<file path="src/rtl/core/dhop_pkg.sv">
`timescale 1ns / 1ps

package dhop_pkg;

    // Longest string whose offsets are tracked; the byte position saturates here.
    localparam int MAX_LENGTH = 4096;
    localparam int POS_W      = $clog2(MAX_LENGTH + 1);
    localparam int VAL_W      = 64;
    localparam int CHAR_W     = 8;
    localparam int QUEUE_DEPTH = 2;

    typedef enum logic [2:0] {
        PH_SKIP   = 3'd0,
        PH_ZERO   = 3'd1,
        PH_SIGN   = 3'd2,
        PH_DIGITS = 3'd3,
        PH_SUFFIX = 3'd4,
        PH_IGNORE = 3'd5
    } t_phase;

    typedef enum logic [1:0] {
        RADIX_TEN     = 2'd0,
        RADIX_EIGHT   = 2'd1,
        RADIX_SIXTEEN = 2'd2
    } t_radix;

    typedef enum logic [1:0] {
        ST_OK      = 2'd0,
        ST_EMPTY   = 2'd1,
        ST_INVALID = 2'd2
    } t_status;

    typedef enum logic [1:0] {
        VAL_ZERO,
        VAL_MAC,
        VAL_SHIFT,
        VAL_ACC
    } t_valsel;

    typedef enum logic [1:0] {
        OFF_Q,
        OFF_Q_NEXT,
        OFF_Q_PREV
    } t_offsel;

    typedef enum logic [1:0] {
        ACC_KEEP,
        ACC_MAC,
        ACC_SHIFT
    } t_accop;

    // One classified character, as it travels from front to back.
    typedef struct packed {
        logic             blank;
        logic             nul;
        logic             zero_ch;
        logic             x_ch;
        logic             plus_ch;
        logic             minus_ch;
        logic             hex_ok;
        logic [3:0]       hex_val;
        logic [2:0]       suf_pow;
        logic             last;
        logic [POS_W-1:0] pos;
        logic [POS_W-1:0] pos_next;
    } t_char_info;

    // Decoded action of the back end for one character.
    typedef struct packed {
        logic    fire;
        t_status status;
        t_valsel valsel;
        t_offsel offsel;
        t_phase  go_phase;
        t_accop  acc_op;
        logic    radix_wr;
        t_radix  radix_val;
        logic    neg_wr;
    } t_step;

endpackage

</file>
<file path="src/rtl/core/dhop_front.sv">
`timescale 1ns / 1ps

module dhop_front
    import dhop_pkg::*;
(
    input  logic              i_clk,
    input  logic              i_rst_n,
    input  logic              i_valid,
    output logic              o_ready,
    input  logic [CHAR_W-1:0] i_character,
    input  logic              i_last,
    input  logic              i_full,
    output logic              o_push,
    output t_char_info        o_info
);

    logic [POS_W-1:0]  r_pos;
    logic [POS_W-1:0]  n_pos;
    logic [POS_W-1:0]  pos_sat;
    logic [CHAR_W-1:0] c;
    logic [CHAR_W-1:0] hex_wide;

    assign c       = i_character;
    assign o_ready = !i_full;
    assign o_push  = i_valid && !i_full;
    assign pos_sat = (r_pos < POS_W'(MAX_LENGTH)) ? r_pos + POS_W'(1) : POS_W'(MAX_LENGTH);

    always_comb begin
        hex_wide = '0;
        o_info.hex_ok = 1'b1;
        if (c >= "0" && c <= "9") begin
            hex_wide = c - CHAR_W'("0");
        end else if (c >= "a" && c <= "f") begin
            hex_wide = c - CHAR_W'("a") + CHAR_W'(10);
        end else if (c >= "A" && c <= "F") begin
            hex_wide = c - CHAR_W'("A") + CHAR_W'(10);
        end else begin
            o_info.hex_ok = 1'b0;
        end
        o_info.hex_val = hex_wide[3:0];

        unique case (c)
            "k", "K": o_info.suf_pow = 3'd1;
            "m", "M": o_info.suf_pow = 3'd2;
            "g", "G": o_info.suf_pow = 3'd3;
            "t", "T": o_info.suf_pow = 3'd4;
            default:  o_info.suf_pow = 3'd0;
        endcase

        o_info.blank    = (c == 8'h20) || (c == 8'h09) || (c == 8'h0D) || (c == 8'h0A);
        o_info.nul      = (c == 8'h00);
        o_info.zero_ch  = (c == "0");
        o_info.x_ch     = (c == "x") || (c == "X");
        o_info.plus_ch  = (c == "+");
        o_info.minus_ch = (c == "-");
        o_info.last     = i_last;
        o_info.pos      = r_pos;
        o_info.pos_next = pos_sat;
    end

    // Byte index within the current string; every flagged-last byte ends a string.
    always_comb begin
        n_pos = r_pos;
        if (o_push) begin
            n_pos = i_last ? '0 : pos_sat;
        end
    end

    always_ff @(posedge i_clk) begin
        if (!i_rst_n) begin
            r_pos <= '0;
        end else begin
            r_pos <= n_pos;
        end
    end

endmodule

</file>
<file path="src/rtl/core/dhop_queue.sv">
`timescale 1ns / 1ps

module dhop_queue
    import dhop_pkg::*;
(
    input  logic       i_clk,
    input  logic       i_rst_n,
    input  logic       i_push,
    input  t_char_info i_wdata,
    output logic       o_full,
    output logic       o_valid,
    input  logic       i_pop,
    output t_char_info o_rdata
);

    localparam int PTR_W = (QUEUE_DEPTH > 1) ? $clog2(QUEUE_DEPTH) : 1;
    localparam int CNT_W = $clog2(QUEUE_DEPTH + 1);

    t_char_info       r_mem [QUEUE_DEPTH];
    logic [PTR_W-1:0] r_wptr;
    logic [PTR_W-1:0] r_rptr;
    logic [CNT_W-1:0] r_count;
    logic [PTR_W-1:0] n_wptr;
    logic [PTR_W-1:0] n_rptr;
    logic [CNT_W-1:0] n_count;
    logic             do_push;
    logic             do_pop;

    assign o_full  = (r_count == CNT_W'(QUEUE_DEPTH));
    assign o_valid = (r_count != '0);
    assign o_rdata = r_mem[r_rptr];
    assign do_push = i_push && !o_full;
    assign do_pop  = i_pop && o_valid;

    always_comb begin
        n_wptr  = r_wptr;
        n_rptr  = r_rptr;
        n_count = r_count;
        if (do_push) begin
            n_wptr = (r_wptr == PTR_W'(QUEUE_DEPTH - 1)) ? '0 : r_wptr + PTR_W'(1);
        end
        if (do_pop) begin
            n_rptr = (r_rptr == PTR_W'(QUEUE_DEPTH - 1)) ? '0 : r_rptr + PTR_W'(1);
        end
        if (do_push && !do_pop) begin
            n_count = r_count + CNT_W'(1);
        end else if (do_pop && !do_push) begin
            n_count = r_count - CNT_W'(1);
        end
    end

    always_ff @(posedge i_clk) begin
        if (!i_rst_n) begin
            r_wptr  <= '0;
            r_rptr  <= '0;
            r_count <= '0;
        end else begin
            r_wptr  <= n_wptr;
            r_rptr  <= n_rptr;
            r_count <= n_count;
        end
    end

    always_ff @(posedge i_clk) begin
        if (do_push) begin
            r_mem[r_wptr] <= i_wdata;
        end
    end

endmodule

</file>
<file path="src/rtl/core/dhop_back.sv">
`timescale 1ns / 1ps

module dhop_back
    import dhop_pkg::*;
(
    input  logic              i_clk,
    input  logic              i_rst_n,
    input  logic              i_info_valid,
    input  t_char_info        i_info,
    output logic              o_pop,
    output logic              o_valid,
    input  logic              i_ready,
    output logic [VAL_W-1:0]  o_value,
    output logic [1:0]        o_status,
    output logic [POS_W-1:0]  o_offset
);

    t_phase           r_phase;
    t_phase           n_phase;
    t_radix           r_radix;
    t_radix           n_radix;
    logic             r_neg;
    logic             n_neg;
    logic [VAL_W-1:0] r_acc;
    logic [VAL_W-1:0] n_acc;

    logic             r_out_valid;
    logic [VAL_W-1:0] r_out_mag;
    logic             r_out_neg;
    t_status          r_out_status;
    logic [POS_W-1:0] r_out_offset;

    t_char_info       ci;
    t_step            s;
    t_radix           eff_radix;
    logic             digit_ok;
    logic             sod;
    logic             td;
    logic             go;
    logic [VAL_W-1:0] mac;
    logic [VAL_W-1:0] shifted;
    logic [VAL_W-1:0] res_mag;
    logic             res_neg;
    logic [POS_W-1:0] res_off;

    assign ci    = i_info;
    assign go    = i_info_valid && (!r_out_valid || i_ready);
    assign o_pop = go;

    // A digit right after a leading zero is octal.
    assign eff_radix = (r_phase == PH_ZERO) ? RADIX_EIGHT : r_radix;

    always_comb begin
        unique case (eff_radix)
            RADIX_EIGHT: begin
                digit_ok = (ci.hex_val < 4'd8);
                mac      = {r_acc[VAL_W-4:0], 3'b000} + {{(VAL_W-4){1'b0}}, ci.hex_val};
            end
            RADIX_SIXTEEN: begin
                digit_ok = 1'b1;
                mac      = {r_acc[VAL_W-5:0], ci.hex_val};
            end
            default: begin
                digit_ok = (ci.hex_val < 4'd10);
                mac      = {r_acc[VAL_W-4:0], 3'b000} + {r_acc[VAL_W-2:0], 1'b0}
                         + {{(VAL_W-4){1'b0}}, ci.hex_val};
            end
        endcase
    end

    always_comb begin
        unique case (ci.suf_pow)
            3'd1:    shifted = r_acc << 10;
            3'd2:    shifted = r_acc << 20;
            3'd3:    shifted = r_acc << 30;
            3'd4:    shifted = r_acc << 40;
            default: shifted = r_acc;
        endcase
    end

    // Decode: what this character does, given the phase.
    always_comb begin
        s.fire      = 1'b0;
        s.status    = ST_OK;
        s.valsel    = VAL_ZERO;
        s.offsel    = OFF_Q;
        s.go_phase  = r_phase;
        s.acc_op    = ACC_KEEP;
        s.radix_wr  = 1'b0;
        s.radix_val = RADIX_TEN;
        s.neg_wr    = 1'b0;
        sod         = 1'b0;
        td          = 1'b0;

        unique case (r_phase)
            PH_SKIP: begin
                if (ci.blank) begin
                    if (ci.last) begin
                        s.fire   = 1'b1;
                        s.status = ST_EMPTY;
                        s.offsel = OFF_Q_NEXT;
                    end
                end else if (ci.nul) begin
                    s.fire   = 1'b1;
                    s.status = ST_EMPTY;
                end else if (ci.zero_ch && !ci.last) begin
                    s.go_phase = PH_ZERO;
                end else begin
                    sod = 1'b1;
                end
            end
            PH_ZERO: begin
                if (ci.blank) begin
                    s.fire = 1'b1;
                end else if (ci.x_ch) begin
                    s.radix_wr  = 1'b1;
                    s.radix_val = RADIX_SIXTEEN;
                    if (ci.last) begin
                        s.fire   = 1'b1;
                        s.offsel = OFF_Q_NEXT;
                    end else begin
                        s.go_phase = PH_SIGN;
                    end
                end else begin
                    s.radix_wr  = 1'b1;
                    s.radix_val = RADIX_EIGHT;
                    sod         = 1'b1;
                end
            end
            PH_SIGN: begin
                sod = 1'b1;
            end
            PH_DIGITS: begin
                td = 1'b1;
            end
            PH_SUFFIX: begin
                s.fire = 1'b1;
                if (ci.nul || ci.blank) begin
                    s.valsel = VAL_ACC;
                    s.offsel = OFF_Q_PREV;
                end else begin
                    s.status = ST_INVALID;
                end
            end
            default: begin
                // ignore rest of string
            end
        endcase

        if (sod) begin
            if (!ci.last && (ci.plus_ch || ci.minus_ch)) begin
                s.neg_wr   = 1'b1;
                s.go_phase = PH_DIGITS;
            end else begin
                td = 1'b1;
            end
        end

        if (td) begin
            if (ci.hex_ok) begin
                if (!digit_ok) begin
                    s.fire   = 1'b1;
                    s.status = ST_INVALID;
                end else begin
                    s.acc_op   = ACC_MAC;
                    s.go_phase = PH_DIGITS;
                    if (ci.last) begin
                        s.fire   = 1'b1;
                        s.valsel = VAL_MAC;
                        s.offsel = OFF_Q_NEXT;
                    end
                end
            end else if (ci.suf_pow != 3'd0) begin
                s.acc_op = ACC_SHIFT;
                if (ci.last) begin
                    s.fire   = 1'b1;
                    s.valsel = VAL_SHIFT;
                end else begin
                    s.go_phase = PH_SUFFIX;
                end
            end else if (ci.nul || ci.blank) begin
                s.fire   = 1'b1;
                s.valsel = VAL_ACC;
            end else begin
                s.fire   = 1'b1;
                s.status = ST_INVALID;
            end
        end
    end

    // Next state
    always_comb begin
        n_phase = r_phase;
        n_radix = r_radix;
        n_neg   = r_neg;
        n_acc   = r_acc;
        if (go) begin
            if (ci.last) begin
                n_phase = PH_SKIP;
                n_radix = RADIX_TEN;
                n_neg   = 1'b0;
                n_acc   = '0;
            end else begin
                n_phase = s.fire ? PH_IGNORE : s.go_phase;
                if (s.radix_wr) begin
                    n_radix = s.radix_val;
                end
                if (s.neg_wr) begin
                    n_neg = ci.minus_ch;
                end
                unique case (s.acc_op)
                    ACC_MAC:   n_acc = mac;
                    ACC_SHIFT: n_acc = shifted;
                    default:   n_acc = r_acc;
                endcase
            end
        end
    end

    // Result fields
    always_comb begin
        unique case (s.valsel)
            VAL_MAC:   res_mag = mac;
            VAL_SHIFT: res_mag = shifted;
            VAL_ACC:   res_mag = r_acc;
            default:   res_mag = '0;
        endcase
        res_neg = (s.valsel != VAL_ZERO) && r_neg;
        unique case (s.offsel)
            OFF_Q_NEXT: res_off = ci.pos_next;
            OFF_Q_PREV: res_off = (ci.pos != '0) ? ci.pos - POS_W'(1) : '0;
            default:    res_off = ci.pos;
        endcase
    end

    always_ff @(posedge i_clk) begin
        if (!i_rst_n) begin
            r_phase     <= PH_SKIP;
            r_radix     <= RADIX_TEN;
            r_neg       <= 1'b0;
            r_acc       <= '0;
            r_out_valid <= 1'b0;
        end else begin
            r_phase <= n_phase;
            r_radix <= n_radix;
            r_neg   <= n_neg;
            r_acc   <= n_acc;
            if (go && s.fire) begin
                r_out_valid <= 1'b1;
            end else if (i_ready) begin
                r_out_valid <= 1'b0;
            end
        end
    end

    always_ff @(posedge i_clk) begin
        if (go && s.fire) begin
            r_out_mag    <= res_mag;
            r_out_neg    <= res_neg;
            r_out_status <= s.status;
            r_out_offset <= res_off;
        end
    end

    assign o_valid  = r_out_valid;
    assign o_value  = r_out_neg ? (VAL_W'(0) - r_out_mag) : r_out_mag;
    assign o_status = r_out_status;
    assign o_offset = r_out_offset;

endmodule

</file>
<file path="src/rtl/core/decimal_hex_octal_number_parser_unit.sv">
`timescale 1ns / 1ps
// Channel  | Direction | Handshake          | Payload
// ---------+-----------+--------------------+----------------------------------------
// input    | in        | i_valid / o_ready  | i_character[7:0], i_last
// result   | out       | o_valid / i_ready  | o_value[63:0] (signed), o_status[1:0],
//          |           |                    | o_offset[12:0]
//
// One character per clock sustained while the queue has room. A character that
// ends a number passes the queue stage, then the output register, before its
// result can transfer.
// The 64-bit multiply-add of the digit step in the back end sets the clock.
// Reset (synchronous, active low) empties the queue and the output register and
// returns the parser to the blank-skipping phase with a zeroed accumulator.
// A stalled result only holds the back end; the two-entry queue keeps the input
// side taking characters until it fills.

module decimal_hex_octal_number_parser_unit
    import dhop_pkg::*;
(
    input  logic              i_clk,
    input  logic              i_rst_n,
    input  logic              i_valid,
    output logic              o_ready,
    input  logic [CHAR_W-1:0] i_character,
    input  logic              i_last,
    output logic              o_valid,
    input  logic              i_ready,
    output logic [VAL_W-1:0]  o_value,
    output logic [1:0]        o_status,
    output logic [POS_W-1:0]  o_offset
);

    // Front: classify each byte and tag it with its index in the string.
    logic       front_push;
    t_char_info front_info;
    logic       q_full;

    // Queue to back end.
    logic       q_valid;
    t_char_info q_info;
    logic       back_pop;

    dhop_front u_front (
        .i_clk       (i_clk),
        .i_rst_n     (i_rst_n),
        .i_valid     (i_valid),
        .o_ready     (o_ready),
        .i_character (i_character),
        .i_last      (i_last),
        .i_full      (q_full),
        .o_push      (front_push),
        .o_info      (front_info)
    );

    dhop_queue u_queue (
        .i_clk   (i_clk),
        .i_rst_n (i_rst_n),
        .i_push  (front_push),
        .i_wdata (front_info),
        .o_full  (q_full),
        .o_valid (q_valid),
        .i_pop   (back_pop),
        .o_rdata (q_info)
    );

    // Back: phase machine, accumulator and result register.
    dhop_back u_back (
        .i_clk        (i_clk),
        .i_rst_n      (i_rst_n),
        .i_info_valid (q_valid),
        .i_info       (q_info),
        .o_pop        (back_pop),
        .o_valid      (o_valid),
        .i_ready      (i_ready),
        .o_value      (o_value),
        .o_status     (o_status),
        .o_offset     (o_offset)
    );

endmodule

</file>
<file path="config.mk">
export PLATFORM = sky130hd
export DESIGN_NAME = decimal_hex_octal_number_parser_unit
export DESIGN_NICKNAME = d
export VERILOG_FILES = /design/src/rtl/core/dhop_pkg.sv /design/src/rtl/core/dhop_front.sv /design/src/rtl/core/dhop_queue.sv /design/src/rtl/core/dhop_back.sv /design/src/rtl/core/decimal_hex_octal_number_parser_unit.sv
export SDC_FILE = /design/constraint.sdc
export NUM_CORES = 1
export LEC_CHECK = 0
export BUFFER_PORTS_ARGS = -buffer_cell sky130_fd_sc_hd__buf_2
export CORE_MARGIN = 2
export CORE_UTILIZATION = 56
export CTS_BUF_LIST = sky130_fd_sc_hd__clkbuf_4 sky130_fd_sc_hd__clkbuf_8 sky130_fd_sc_hd__clkbuf_16
export DETAILED_ROUTE_END_ITERATION = 12
export HOLD_SLACK_MARGIN = 0.05
export PLACE_DENSITY = 0.8
export SETUP_SLACK_MARGIN = 0.05
export SLEW_MARGIN = 10
export SYNTH_ARGS = -nofsm -noshare
export SYNTH_HDL_FRONTEND = slang
export SYNTH_HIERARCHICAL = 1
export SYNTH_SLANG_ARGS = --single-unit
</file>
<file path="constraint.sdc">
create_clock -name i_clk -period 5.6 [get_ports i_clk]
set_input_delay 0 -clock i_clk [delete_from_list [all_inputs] [get_ports i_clk]]
set_output_delay 0 -clock i_clk [all_outputs]
set_load 0.005 [all_outputs]
</file>
# --- After elaboration in Yosys (flattened, before gate mapping) ---
# Memories as Yosys holds them, arrays and structs flattened. A register that Yosys moved wholly into a read port is not among the register bits.
# Cells that the tools add are included.
op_classes:
  order_cmp: 9
  n_mux: 90
  n_eq_ne: 35
  n_reduce_logical: 43
  addsub: 15
ops:
  columns: ["op", "count"]
  rows:
  - ["one-hot mux 64 bit (2 select lines)", 2]
  - ["one-hot mux 64 bit (4 select lines)", 1]
  - ["one-hot mux 64 bit (3 select lines)", 1]
  - ["adder 64 x 4 -> 64 bit", 2]
  - ["2-to-1 mux 64 bit", 2]
  - ["== test 8 x 7 -> 1 bit (second input constant)", 10]
  - ["adder 64 bit", 1]
  - ["subtractor 1 x 64 -> 64 bit (first input constant)", 1]
  - ["2-to-1 mux 3 bit", 14]
  - ["2-to-1 mux 13 bit", 3]
  - ["== test 8 x 6 -> 1 bit (second input constant)", 4]
  - ["2-to-1 mux 2 bit", 16]
  - ["2-to-1 mux 1 bit", 30]
  - ["2-to-1 mux 5 bit", 6]
  - ["one-hot mux 13 bit (2 select lines)", 1]
  - ["== test 8 x 4 -> 1 bit (second input constant)", 3]
  - ["2-to-1 mux 4 bit", 5]
  - ["greater-or-equal comparator 8 x 7 -> 1 bit (second input constant)", 2]
  - ["less-or-equal comparator 8 x 7 -> 1 bit (second input constant)", 2]
  - ["adder 13 x 1 -> 13 bit (second input constant)", 1]
  - ["logical AND 1 bit", 13]
  - ["less-than comparator 13 bit (second input constant)", 1]
  - ["nonzero test 13 bit", 1]
  - ["subtractor 13 x 1 -> 13 bit (second input constant)", 1]
  - ["other kinds (29)", 69]
word_totals:
  regBits: 168
  mem_count: 1
  output_inout_bits: 81
  in_bits: 13
  wordCells: 206
  mem_bits_rw: 82
memory_table:
  columns: ["name", "depth", "word_bits", "read_ports", "rd_ports_with_merged_regs", "wr", "line_no", "text"]
  rows:
  - ["u_queue.r_mem", 2, 41, 1, 1, 1, "dhop_queue.sv:19", "t_char_info r_mem [QUEUE_DEPTH];"]

# --- Logic depth before layout (Yosys ltp) ---
depth:
  ltp_word: 15
  ltp_mapped: 20
  ltp_nobuf: 19

# --- Hierarchy ---
# The synthesis kept the hierarchy.
by_module_without_submodules:
  columns: ["mod", "seq_area_each_um2", "cells_each", "area_per_inst_um2", "instances"]
  rows:
  - ["dhop_back", 3823.7, 2249, 17122.7, 1]
  - ["dhop_queue", 2562.5, 153, 3185.6, 1]
  - ["dhop_front", 260.2, 163, 1161.1, 1]

# --- Worst setup path after synthesis ---
# No wires, ideal clock.
synth_path:
  kind: "flip-flop to flip-flop"
  startpoint: "reg with a tool-made name"
  endpoint: "reg u_back.r_out_offset[0] (netlist: u_back/o_offset[0]), enable pin"
  t_required_ps: 5165
  setup_time_ps: 435
  path_buffers: 3
  t_arrival_ps: 4306
  synth_period_minus_slack_ps: 4741
  slack_ps: 859
  stages_incl_launch_ff: 12
  path_cell_list: "dfxtp_1 > buf_2 > buf_2 > mux2_1 > clkbuf_1 > or4b_2 > o32ai_1 > a21oi_1 > or2_2 > o221a_2 > nand2b_1 > inv_1"
synth_rtl:
  columns: ["item", "line_no", "text"]
  rows:
  - ["to (signal assigned)", "dhop_back.sv:261", "r_out_offset <= res_off;"]
  - ["to (decl)", "dhop_back.sv:31", "logic [POS_W-1:0] r_out_offset;"]

# --- Final worst setup path ---
layout_path:
  startpoint: "reg u_back.r_phase[2]"
  endpoint: "reg u_back.r_out_offset[4] (netlist: u_back/o_offset[4]) (data pin)"
layout_between:
  elab_chain_len: 9
  elab_cells_between_ends: 21
  cone_classes: "8 x eq/ne; 12 x mux; 1 x reduce/logical"
layout_rtl:
  columns: ["item", "line_no", "text"]
  rows:
  - ["from (decl)", "dhop_back.sv:18", "t_phase r_phase;"]
  - ["from (signal assigned)", "dhop_back.sv:244", "r_phase <= n_phase;"]
  - ["== test 3 x 1 -> 1 bit", "dhop_back.sv:51, dhop_back.sv:95", null]
  - ["2-to-1 mux 2 bit", "dhop_back.sv:51", "assign eff_radix = (r_phase == PH_ZERO) ? RADIX_EIGHT : r_radix;"]
  - ["== test 2 bit / == test 2 x 1 -> 1 bit (equally long branches)", "dhop_back.sv:54", "unique case (eff_radix)"]
  - ["one-hot mux 1 bit (2 select lines)", "dhop_back.sv:54", null]
  - ["2-to-1 mux 9 bit", "dhop_back.sv:161", "if (!digit_ok) begin"]
  - ["2-to-1 mux 2 bit", "dhop_back.sv:160", "if (ci.hex_ok) begin"]
  - ["2-to-1 mux 12 bit (*)", "dhop_back.sv:159", "if (td) begin"]
  - ["== test 2 bit / == test 2 x 1 -> 1 bit (equally long branches)", "dhop_back.sv:229", "unique case (s.offsel)"]
  - ["one-hot mux 13 bit (2 select lines) (*)", "dhop_back.sv:229", null]
  - ["via u_back.res_off[4]", "dhop_back.sv:44", "logic [POS_W-1:0] res_off;"]
# The timed path passes the listed nets; every way through them passes the cells marked *.
# A chain may end at the register's enable or synchronous reset.

==> results.txt <==
I/O pins = 94
HP Start = i_ready
H-tree levels = 1
Post-Syn Area per Cell = 8.370 um^2
Via count of the routed design = 21.96k
Register area share after synthesis = 0.3096
Die Area = 39920 um^2
Gr ovfl total = 0
Final Util = 0.6232
Vias/cell = 7.099
Initial DRC count = 3180
EDFF count, synth = 162
Hpwl dp = 54.84 mm
P_leak = 9.131 nW
Place WS = 828.8 ps
Worst hold path depth = 4
Clock Path Buffers = 3
Largest net degree at the start of global routing = 82
Core area = 37760 um^2
Type of origin of the critical path = flop
Drt wl/cell = 24.73 um
Area fraction of the dominant cell type after synthesis = 0.2266
Worst VDD drop = 0.7849 mV
Required time worst endpoint = 5950 ps
Area Overhead vs Synth = 9.593%
# setup viols final = 0
Max-slew headroom = 0.2109
Synth Register Bits = 251
Launching point of the worst reg2reg path = u_back/r_phase[2]$_SDFFE_PN0P_
Syn_nets = 2717
Row count = 71
Post-route DRC = 0
Yosys Warn Count = 6
Leading area contributor after synthesis = edfxtp_1
Clock Latency Late Sink = 590 ps
Post-Syn Area = 21470 um^2
Register area = 6648 um^2
CTS buffer count = 27
Ys flop type = edfxtp_1
Tot Pwr = 9.606 mW
Detailed Route WL = 76.50 mm
Post-synth cell types = 95
Detailed Routing Iterations Pass 1 = 6
Final ANT Viol Nets = 0
Worst hold path class = in2reg
FF-to-FF End = u_back/o_offset[4]$_DFFE_PP_
Crit Path Class = reg2reg
Num Clock Sinks = 251
CTS tree = yes
Worst hold slack = 270.3 ps
Status = completed
GRT Total Usage = 0.3773
Max-cap violations = 0
Worst Setup End Kind = flop
Share of cells above drive strength 1 = 0.1232
Reg clk slew, reported paths = 60 ps
Clock root cell = clkbuf_16
Die Wd = 199.8 um
Setup TNS = 0 ps
Initial antenna violation count = 1
Nets = 2714
Die Ht = 199.8 um
Pins Over Slew Limit = 0
Multi-input gate area = 13810 um^2
Synth async-reset ratio = 0
Antenna cells = 0
Synth area leaders = edfxtp_1 (23%), dfxtp_1 (8.3%), ha_1 (8.0%)
Fin crit share = 0.8951
Fin worst setup slack = 587.2 ps
Worst R2R Path Depth = 15
Slew @ Worst Pin = 1173 ps
R2R Setup Slk = 590 ps
Gate Count Post-Synth = 2565
Crit Path Max Fanout = 42
Final hold violation count = 0
RSZ-0062 raised after global routing = no
IO Port Bufs = 93
Number of global-route vias before repair = 20.20k
Critical path arrival = 5370 ps
# fillers = 3237
First-pass GRT wire length = 116.3 mm
Initial core utilization = 0.5686
WHS Endpoint = u_back/o_valid$_SDFFE_PN0P_
Setup Skew = 26.68 ps
Post-CTS sizing = 0
Routability cong. = 1.015
Period minus WS final = 5013 ps
Power per cell area = 408.3 nW/um^2
F_max = 199.5 MHz
==> flip-flops by register name, indices dropped and copies added, names as in the netlist, named ones only <==
| register | flops |
|---|---|
| u_back/o_offset | 13 |
| u_back/o_status | 2 |
| u_back/o_valid | 1 |
| u_back/r_acc | 64 |
| u_back/r_neg | 1 |
| u_back/r_out_mag | 64 |
| u_back/r_out_neg | 1 |
| u_back/r_phase | 3 |
| u_back/r_radix | 2 |
| u_front/r_pos | 13 |
| u_queue/r_count | 2 |
| u_queue/r_mem | 82 |
| u_queue/r_rptr | 1 |
| u_queue/r_wptr | 1 |
==> cell usage in the layout (no fill, tap or decap), drive strengths merged, types with 17 or more instances in the layout <==
cell type    netlist  routed
nand2            261     261
a21oi            183     183
nor2             180     180
buf               27     167
edfxtp           162     162
o21ai            161     161
ha               137     137
xnor2            103     103
dfxtp             89      89
a22oi             87      87
nand3             82      82
inv               65      67
nor3              64      64
mux2              42      42
nand4             41      41
o31ai             41      41
a21o              40      40
xor2              35      35
a221o             34      34
clkbuf           189      34
o221ai            29      29
and3              28      28
a211oi            27      27
or3               25      25
or4               25      25
nor4              23      23
nand2b            22      22
a221oi            22      22
o211ai            20      20
a32oi             19      19
mux2i             19      19
and2              19      19
dlygate4sd3        0      17
a31oi             17      17
==> Yosys cell counts, types with 17 or more instances <==
master / instances
a211oi_1: 27
a21o_1: 40
a21oi_1: 183
a221o_1: 34
a221oi_1: 22
a22oi_1: 87
a31oi_1: 17
a32oi_1: 19
and2_1: 17
and3_1: 28
clkbuf_1: 189
dfxtp_1: 89
edfxtp_1: 162
ha_1: 137
inv_1: 64
mux2_2: 39
mux2i_1: 19
nand2_1: 260
nand2b_1: 22
nand3_1: 82
nand4_1: 41
nor2_1: 180
nor3_1: 62
nor4_1: 22
o211ai_1: 20
o21ai_0: 152
o221ai_1: 29
o31ai_1: 37
or3_1: 21
or4_1: 19
xnor2_1: 103
xor2_1: 35
==> metal layers <==
metal / track usage / part of all wire / vias up
met3: 0.1181 / 0.15 / 314
li1: - / - / 9801
met5: 0 / 0.00024 / -
met4: 0.1597 / 0.048 / 2
met2: 0.5581 / 0.41 / 1582
met1: 0.5097 / 0.39 / 10260
==> cell type report <==
type                       instances  share of cell area
clock buffer                      34             0.03324
sequential                       251              0.2825
tap                              511             0.02717
inverter                          67             0.01074
multi-input combinational       2031              0.5870
timing repair buffer             184             0.05116
clock inverter                    15            0.008136
==> critical path, stage by stage, from the launching register on <==
cell and delay, ps:
dfxtp_1 600, nor2_1 170, nand2_1 160, nand2b_1 130, ha_4 600, nor3b_1 280
o31a_1 260, nand2_1 170, nor3_1 470, nor2_1 110, nor2_1 190, ha_1 400
nor2b_1 170, o21ai_1 310, or2_2 440, o311ai_0 310
==> how the worst max path moves through the flow <==
stage / from / to / slack (ps) / cells after the start
after CTS: u_back/r_phase[2]$_SDFFE_PN0P_ / u_back/o_offset[4]$_DFFE_PP_ / 780 / 15
after global routing: u_back/r_phase[2]$_SDFFE_PN0P_ / u_back/o_offset[4]$_DFFE_PP_ / 250 / 15
final: u_back/r_phase[2]$_SDFFE_PN0P_ / u_back/o_offset[4]$_DFFE_PP_ / 590 / 15
after global placement: u_back/r_phase[2]$_SDFFE_PN0P_ / u_back/o_offset[4]$_DFFE_PP_ / 970 / 15
after detailed placement: u_back/r_phase[2]$_SDFFE_PN0P_ / u_back/o_offset[4]$_DFFE_PP_ / 830 / 15
after floorplan: flop / u_back/o_offset[0]$_DFFE_PP_ / 860 / 11
==> stage by stage <==
step | instances | instance area (um^2)
after floorplan | 2565 | 21470
after global placement | 3027 | 22390
after detailed placement | 3027 | 22390
after CTS | 3093 | 23530
after global routing | 3093 | 23530
final | 3093 | 23530
==> cell families after synthesis <==
group,synth area share
AOI/OAI and AO/OA,0.2770
buffers and inverters,0.05064
DFF,0.3096
xor gates and xnor gates,0.05630
adders and majority gates,0.08171
muxes,0.03089
and+or+nand+nor,0.1939
==> power breakdown <==
part / leakage (nW) / switching, mW / total, mW / internal, mW
logic: 6.39 / 3.15 / 4.74 / 1.59
registers: 2.27 / 0.369 / 2.91 / 2.54
clock network: 0.476 / 0.811 / 1.95 / 1.14
==> what timing repair did <==
action | CTS | global route
hold endpoints to repair | 48 | 0
buffers inserted | 0 | 0
hold buffers | 17 | 0
Note: power is estimated with default switching activity, not from simulation.
